## config.mk

```make
export PLATFORM = sky130hd
export DESIGN_NAME = tstc_ctrl
export DESIGN_NICKNAME = d
export VERILOG_FILES = /design/src/design/tstc_pkg.sv /design/src/design/tstc_ctrl.sv
export VERILOG_INCLUDE_DIRS = /design/src /design/src/design
export SDC_FILE = /design/constraint.sdc
export NUM_CORES = 1
export LEC_CHECK = 0
export BUFFER_PORTS_ARGS = -buffer_cell sky130_fd_sc_hd__buf_2
export CAP_MARGIN = 25
export CORE_AREA = 2 2 39 41
export CTS_CLUSTER_DIAMETER = 120
export DETAILED_ROUTE_END_ITERATION = 8
export DIE_AREA = 0 0 41 43
export REMOVE_ABC_BUFFERS = 1
export SLEW_MARGIN = 20
export SYNTH_ARGS = -nofsm -noshare
export SYNTH_HDL_FRONTEND = slang
export SYNTH_SLANG_ARGS = --single-unit
```

## constraint.sdc

```tcl
create_clock -name clk_i -period 1.4 [get_ports clk_i]
set_input_delay 0.14 -clock clk_i [delete_from_list [all_inputs] [get_ports clk_i]]
set_output_delay 0.14 -clock clk_i [all_outputs]
set_load 0.1 [all_outputs]
```

## src/design/two_stack_text_cursor_macros.svh

```systemverilog
// ----------------------------------------------------------------------------
// Assertion macros for the text cursor
// Concurrent checks that compile away when SYNTHESIS is defined.
// ----------------------------------------------------------------------------
`ifndef TWO_STACK_TEXT_CURSOR_MACROS_SVH
`define TWO_STACK_TEXT_CURSOR_MACROS_SVH

`ifndef SYNTHESIS
`define TSTC_ASSERT(lbl, clk, rst_n, prop, msg) \
  lbl: assert property (@(posedge clk) disable iff (!rst_n) (prop)) else $error(msg);
`define TSTC_ASSERT_NEXT(lbl, clk, rst_n, ante, cons, msg) \
  lbl: assert property (@(posedge clk) disable iff (!rst_n) (ante) |=> (cons)) else $error(msg);
`else
`define TSTC_ASSERT(lbl, clk, rst_n, prop, msg)
`define TSTC_ASSERT_NEXT(lbl, clk, rst_n, ante, cons, msg)
`endif

`endif

```

## src/design/tstc_pkg.sv

```systemverilog
// ----------------------------------------------------------------------------
// Text cursor package
// Field widths, action and status codes, controller states and the
// command and status bundles between controller and datapath.
// ----------------------------------------------------------------------------
package tstc_pkg;

  localparam int unsigned DefaultDepth = 1024;
  localparam int unsigned ActWidth     = 3;
  localparam int unsigned CharWidth    = 8;
  localparam int unsigned LenWidth     = 11;
  localparam int unsigned StatWidth    = 2;

  typedef enum logic [ActWidth-1:0] {
    ACT_INSERT     = 3'd0,
    ACT_LEFT       = 3'd1,
    ACT_RIGHT      = 3'd2,
    ACT_DEL_BEFORE = 3'd3,
    ACT_DEL_AFTER  = 3'd4,
    ACT_HOME       = 3'd5,
    ACT_END        = 3'd6
  } action_e;

  typedef enum logic [StatWidth-1:0] {
    STS_DONE  = 2'd0,
    STS_EMPTY = 2'd1,
    STS_FULL  = 2'd2
  } status_e;

  typedef enum logic [1:0] {
    ST_IDLE,
    ST_XFER,
    ST_DONE
  } state_e;

  typedef struct packed {
    logic exec;      // apply the accepted action
    logic xfer;      // move one character between stacks
    logic to_right;  // transfer direction: left stack onto right stack
    logic finish;    // load the result register and the top caches
  } cmd_t;

  typedef struct packed {
    logic left_empty;
    logic right_empty;
    logic xfer_done;
  } stat_t;

endpackage

```

## src/design/tstc_ctrl.sv

```systemverilog
// ----------------------------------------------------------------------------
// Text cursor controller
// Sequences one action: execute, optional stack transfer, result load.
// ----------------------------------------------------------------------------
`include "two_stack_text_cursor_macros.svh"

module tstc_ctrl (
  input  logic                          clk_i,
  input  logic                          rst_ni,
  input  logic                          in_valid_i,
  output logic                          in_ready_o,
  input  logic [tstc_pkg::ActWidth-1:0] action_i,
  output logic                          out_valid_o,
  input  logic                          out_ready_i,
  input  tstc_pkg::stat_t               stat_i,
  output tstc_pkg::cmd_t                cmd_o
);
  import tstc_pkg::*;

  state_e state_q, state_d;
  logic   dir_q, dir_d;
  logic   out_valid_q, out_valid_d;
  logic   accept;
  logic   slot_free;
  logic   is_home, is_end;

  assign is_home   = (action_e'(action_i) == ACT_HOME);
  assign is_end    = (action_e'(action_i) == ACT_END);
  assign accept    = in_valid_i && in_ready_o;
  assign slot_free = !out_valid_q || out_ready_i;

  always_comb begin
    state_d = state_q;
    case (state_q)
      ST_IDLE: begin
        if (accept) begin
          if (is_home && !stat_i.left_empty) begin
            state_d = ST_XFER;
          end else if (is_end && !stat_i.right_empty) begin
            state_d = ST_XFER;
          end else begin
            state_d = ST_DONE;
          end
        end
      end
      ST_XFER: begin
        if (stat_i.xfer_done) begin
          state_d = ST_DONE;
        end
      end
      ST_DONE: begin
        if (slot_free) begin
          state_d = ST_IDLE;
        end
      end
      default: state_d = ST_IDLE;
    endcase
  end

  always_comb begin
    in_ready_o   = 1'b0;
    cmd_o.exec   = 1'b0;
    cmd_o.xfer   = 1'b0;
    cmd_o.finish = 1'b0;
    cmd_o.to_right = dir_q;
    case (state_q)
      ST_IDLE: begin
        in_ready_o = 1'b1;
        cmd_o.exec = in_valid_i;
      end
      ST_XFER: cmd_o.xfer = 1'b1;
      ST_DONE: cmd_o.finish = slot_free;
      default: ;
    endcase
  end

  assign dir_d       = accept ? is_home : dir_q;
  assign out_valid_d = cmd_o.finish || (out_valid_q && !out_ready_i);
  assign out_valid_o = out_valid_q;

  always_ff @(posedge clk_i or negedge rst_ni) begin
    if (!rst_ni) begin
      state_q     <= ST_IDLE;
      dir_q       <= 1'b0;
      out_valid_q <= 1'b0;
    end else begin
      state_q     <= state_d;
      dir_q       <= dir_d;
      out_valid_q <= out_valid_d;
    end
  end

  `TSTC_ASSERT_NEXT(a_home_moves, clk_i, rst_ni,
    accept && is_home && !stat_i.left_empty, state_q == ST_XFER,
    "home skipped the transfer")
  `TSTC_ASSERT_NEXT(a_result_shown, clk_i, rst_ni, cmd_o.finish, out_valid_q,
    "result not presented")
  `TSTC_ASSERT_NEXT(a_out_hold, clk_i, rst_ni, out_valid_q && !out_ready_i, out_valid_q,
    "result dropped while stalled")

endmodule
```

# ---- Word level (Yosys, flattened, before mapping)
# Index checks and enable logic that the tools add are counted.
dict set report totals {
  ff_bits 4
  output_inout_bits 6
}
dict set report op_classes {
  n_eq_ne 7
  muxes 10
  n_reduce_logical 12
}
# cell n
set ops {}
lappend ops {{two-way mux 2 bit} 5}
lappend ops {{equality test 3 bit, second input constant} 2}
lappend ops {{inequality test 2 bit, second input constant} 3}
lappend ops {{case mux 2 bit (3 select lines)} 1}
lappend ops {{logical AND 1 bit} 4}
lappend ops {{zero test 1 bit} 4}
lappend ops {{two-way mux 1 bit} 4}
lappend ops {{AND reduction 3 bit} 1}
lappend ops {{equality test 2 x 1 -> 1 bit, second input constant} 1}
lappend ops {{equality test 2 bit, second input constant} 1}
lappend ops {{zero test 2 bit} 1}
lappend ops {{logical OR 1 bit} 2}

# ---- Logic depth before layout (Yosys ltp)
dict set report logic_depth {
  ltp_word 6
  depth_mapped 3
}

# ---- Least setup slack after synthesis
# OpenSTA, ideal clock, no wires.
dict set report synth_path {
  path_kind {reg-to-output}
  from {reg out_valid_q (netlist: out_valid_o)}
  to {out cmd_o[0] (netlist name)}
  t_arrival_ns 2.344
  t_required_ns 1.260
  slack_ns -1.084
  path_stages_with_launch 3
  n_path_buf 0
  cell_sequence {dfrtp_1 > nand2b_1 > nor2b_1}
}
# item line
set synth_lines {}
lappend synth_lines {{start: declaration} tstc_ctrl.sv:22} ;# logic out_valid_q, out_valid_d;
lappend synth_lines {{start signal: assignment} tstc_ctrl.sv:89} ;# out_valid_q <= out_valid_d;
lappend synth_lines {{end: declaration} tstc_ctrl.sv:16} ;# output tstc_pkg::cmd_t cmd_o

==> flow_metrics.tcl <==
set metrics [dict create \
    hold_path_depth 2 \
    total_leakage_power_uw 0.000208 \
    internal-power_uw 369 \
    outcome "complete, but fails checks" \
    cts-root-to-sink-buffers 2 \
    maxSlewHeadroom_pct 67.6 \
    worst_setup_hold_path_clk_slew_ns 0.04 \
    pwr_per_cell_area_nw_per_um2 1880 \
    firstDrtPassIters 2 \
    insertedDiodeCount 0 \
    timing.reg2reg.worst_path_depth 3 \
    maximum_frequency_from_static_timing_analysis_ghz 0.702 \
    fin_ws_ns -0.0247 \
    final_setup_violation_count 1 \
    num_vias 232 \
    worst_hold_slack_ns 0.115 \
    post-route-min-period_ns 1.42 \
    finalNetCount 55 \
    path_cells "or3b_4 -> inv_4 -> buf_12" \
    final_weighted_congestion_of_routability_driven_global_placement 0.682 \
    grt_pass1_vias 249 \
    final-max-slew-violation-count 0 \
    min_delay_worst_endpoint "dir_q$_DFFE_PN0P_" \
    switching_share_pct 52.4 \
    route.detailed.drc 0 \
    worstMarginPinSlew_ns 0.490 \
    cp.arrival_ns 1.28 \
    final_ant_viol_nets 0 \
    comb_power_share_pct 61.5 \
    fp.dieH_um 43 \
    synth.distinct_cells 13 \
    synth.top_cell.area_share_pct 43.2 \
    synth-seq-cells 4 \
    violations "negative setup slack" \
    htree_levels 1 \
    kind_of_end_point_of_the_critical_path "output pin" \
    clock_tree.root_cell "sky130_fd_sc_hd__clkbuf_4" \
    pin_count_of_the_biggest_net_entering_global_routing 5 \
    ir_drop_mv 0.505 \
    netlist_top_cells_area "sky130_fd_sc_hd__dfrtp_1 (43%), sky130_fd_sc_hd__o2bb2ai_1 (7.6%), sky130_fd_sc_hd__buf_4 (6.5%)" \
    global_route_wire_length_before_repair_mm 1.00 \
    maxCapViolCount 0 \
    clkLatencyLatePin_ns 0.24 \
    cts_num_sinks 4 \
    die_w_um 41 \
    drt_iter0_drc 2 \
    netlist_area_um2 231 \
    skew_ns 0.00468 \
    via_per_inst 3.93 \
    fp-row-count 14 \
    cts_inserted_buffers 3 \
    synthesis_to_layout_area_growth_pct 77.8 \
    drive_gt1_share_pct 55.8 \
    antenna_found_initial 0 \
    rsz0062_at_grt "true" \
    synth.yosys.seq_area_share_pct 43.2 \
    worstSetupStartpointType "register" \
    grt-ovfl-total 0 \
    seqPwrFrac_pct 19.7 \
    yosys_warnings 0 \
    data_required_critical_path_ns 1.26 \
    critical_path.slowest_cell "sky130_fd_sc_hd__or3b_4" \
    start_util_pct 16.7 \
    grt_util_all_layers_pct 9.19 \
    mapped_avg_cell_area_um2 9.64 \
    r2r-end "dir_q$_DFFE_PN0P_" \
    crit_path_max_incr_delay_ns 0.42 \
    power.share.clock_pct 18.8 \
    total_switching_power_uw 406 \
    worst_r2r_startpoint "state_q[1]$_DFFE_PN0P_" \
    worstHoldPathType "input port to register" \
    dp_hpwl_um 462 \
    post_synth_inst_count 24 \
    final_core_area_utilization_pct 29.7 \
    detail_route.wirelength_um 575 \
    setup.worst_path.class "register to output pin" \
    worst-r2r-setup-slack_ns 0.16 \
    avgRoutedWirePerCell_um 9.75 \
    hold_start "action_i[1]" \
    synth_largest_area_cell "sky130_fd_sc_hd__dfrtp_1" \
    dp_cells 53 \
    die_area_um2 1760 \
    buffer_ports.inserted 15 \
    layout.cells.non_filler 59 \
    top_ports 16 \
    post-route-period-util_pct 102 \
    cts_tree "done" \
    critical_path.max_fanout 3 \
    core_region_area_um2 1380 \
    hold_viol 0 \
]
routing by layer:
layer / vias up / GRT usage (%) / part of all wire (%)
met4: 0 / 10.0 / 3.7
met1: 101 / 9.18 / 37
met5: - / 0 / 0
li1: 118 / - / -
met2: 11 / 12.5 / 49
met3: 2 / 4.19 / 9.9
stage by stage:
| step | worst slack [ns] | area, um^2 | power (uW) | setup TNS, ns |
|---|---|---|---|---|
| floorplan | -1.08 | 216 | 481 | -3.56 |
| global route | -0.0636 | 412 | 814 | -0.0636 |
| CTS | -0.0287 | 409 | 778 | -0.0287 |
| global placement | 0.159 | 357 | 596 | 0 |
| finish | -0.0247 | 412 | 775 | -0.0247 |
| detailed placement | 0.142 | 357 | 599 | 0 |
synthesized netlist by cell type:
cell                        count
sky130_fd_sc_hd__or3b_4         1
sky130_fd_sc_hd__nand2b_1       2
sky130_fd_sc_hd__o21ai_0        1
sky130_fd_sc_hd__a21o_1         1
sky130_fd_sc_hd__o31ai_2        1
sky130_fd_sc_hd__buf_4          2
sky130_fd_sc_hd__o2bb2ai_1      2
sky130_fd_sc_hd__nand2_1        3
sky130_fd_sc_hd__dfrtp_1        4
sky130_fd_sc_hd__inv_1          2
sky130_fd_sc_hd__nor3b_1        2
sky130_fd_sc_hd__nor2_1         1
sky130_fd_sc_hd__nor2b_1        2
worst max-delay path, delay by kind of cell (launching register included):
family / cells / cell delay, ns
buf+inv: 2 / 0.24
simple gates: 1 / 0.42
flops: 1 / 0.38
state kept, by name, indices dropped and copies added (netlist names):
| signal | flops |
|---|---|
| dir_q | 1 |
| out_valid_o | 1 |
| state_q | 2 |
what timing repair did:
action,4_1_cts,5_1_grt
pin swaps,1,0
hold endpoints to repair,4,0
hold buffers,1,0
resized for setup,3,1
buffers inserted,2,0
endpoints found under the setup margin,1,2
worst max-delay path by stage:
stage	start	endpoint	slack, ns	depth (start not counted)
floorplan	out_valid_o$_DFF_PN0_	cmd_o[0]	-1.08	2
global placement	state_q[0]$_DFFE_PN0P_	cmd_o[3]	0.16	3
detailed placement	state_q[0]$_DFFE_PN0P_	cmd_o[3]	0.14	3
CTS	state_q[1]$_DFFE_PN0P_	cmd_o[3]	-0.03	3
global route	state_q[1]$_DFFE_PN0P_	cmd_o[3]	-0.06	3
finish	state_q[1]$_DFFE_PN0P_	cmd_o[3]	-0.02	3
final cells by class:
cell class	count	area, um^2
Tap cell	16	20.0
Sequential cell	4	100
Inverter	2	10.0
Timing Repair Buffer	18	148
Multi-Input combinational cell	16	111
Clock buffer	3	22.5
Fill cell	151	972
kinds of logic after synthesis:
| kind of cell | after synthesis | share of synthesized area, % |
|---|---|---|
| simple gates | 11 | 28.6 |
| compound gates | 5 | 18.4 |
| flops | 4 | 43.2 |
| buf+inv | 4 | 9.73 |
cell usage in the layout, fill, tap and decap left out:
cell type	count
sky130_fd_sc_hd__dlygate4sd3_1	1
sky130_fd_sc_hd__nor2b_1	1
sky130_fd_sc_hd__nor2_1	1
sky130_fd_sc_hd__buf_4	3
sky130_fd_sc_hd__clkbuf_4	3
sky130_fd_sc_hd__inv_4	1
sky130_fd_sc_hd__buf_2	11
sky130_fd_sc_hd__o31ai_2	1
sky130_fd_sc_hd__nand2_1	3
sky130_fd_sc_hd__buf_12	3
sky130_fd_sc_hd__o2bb2ai_1	2
sky130_fd_sc_hd__dfrtp_1	4
sky130_fd_sc_hd__or3b_4	1
sky130_fd_sc_hd__nor3b_1	2
sky130_fd_sc_hd__o21ai_0	1
sky130_fd_sc_hd__inv_1	1
sky130_fd_sc_hd__nand2b_1	2
sky130_fd_sc_hd__nor2b_2	1
sky130_fd_sc_hd__a21o_1	1
power by group through the flow:
stage	Combinational, uW	Clock (uW)	Sequential (uW)
after floorplan	226	0	254
after global placement	442	0	154
after detailed placement	442	0	157
after CTS	475	150	154
after global routing	496	162	156
final	477	145	153
Power figures use the tool's default switching activity.
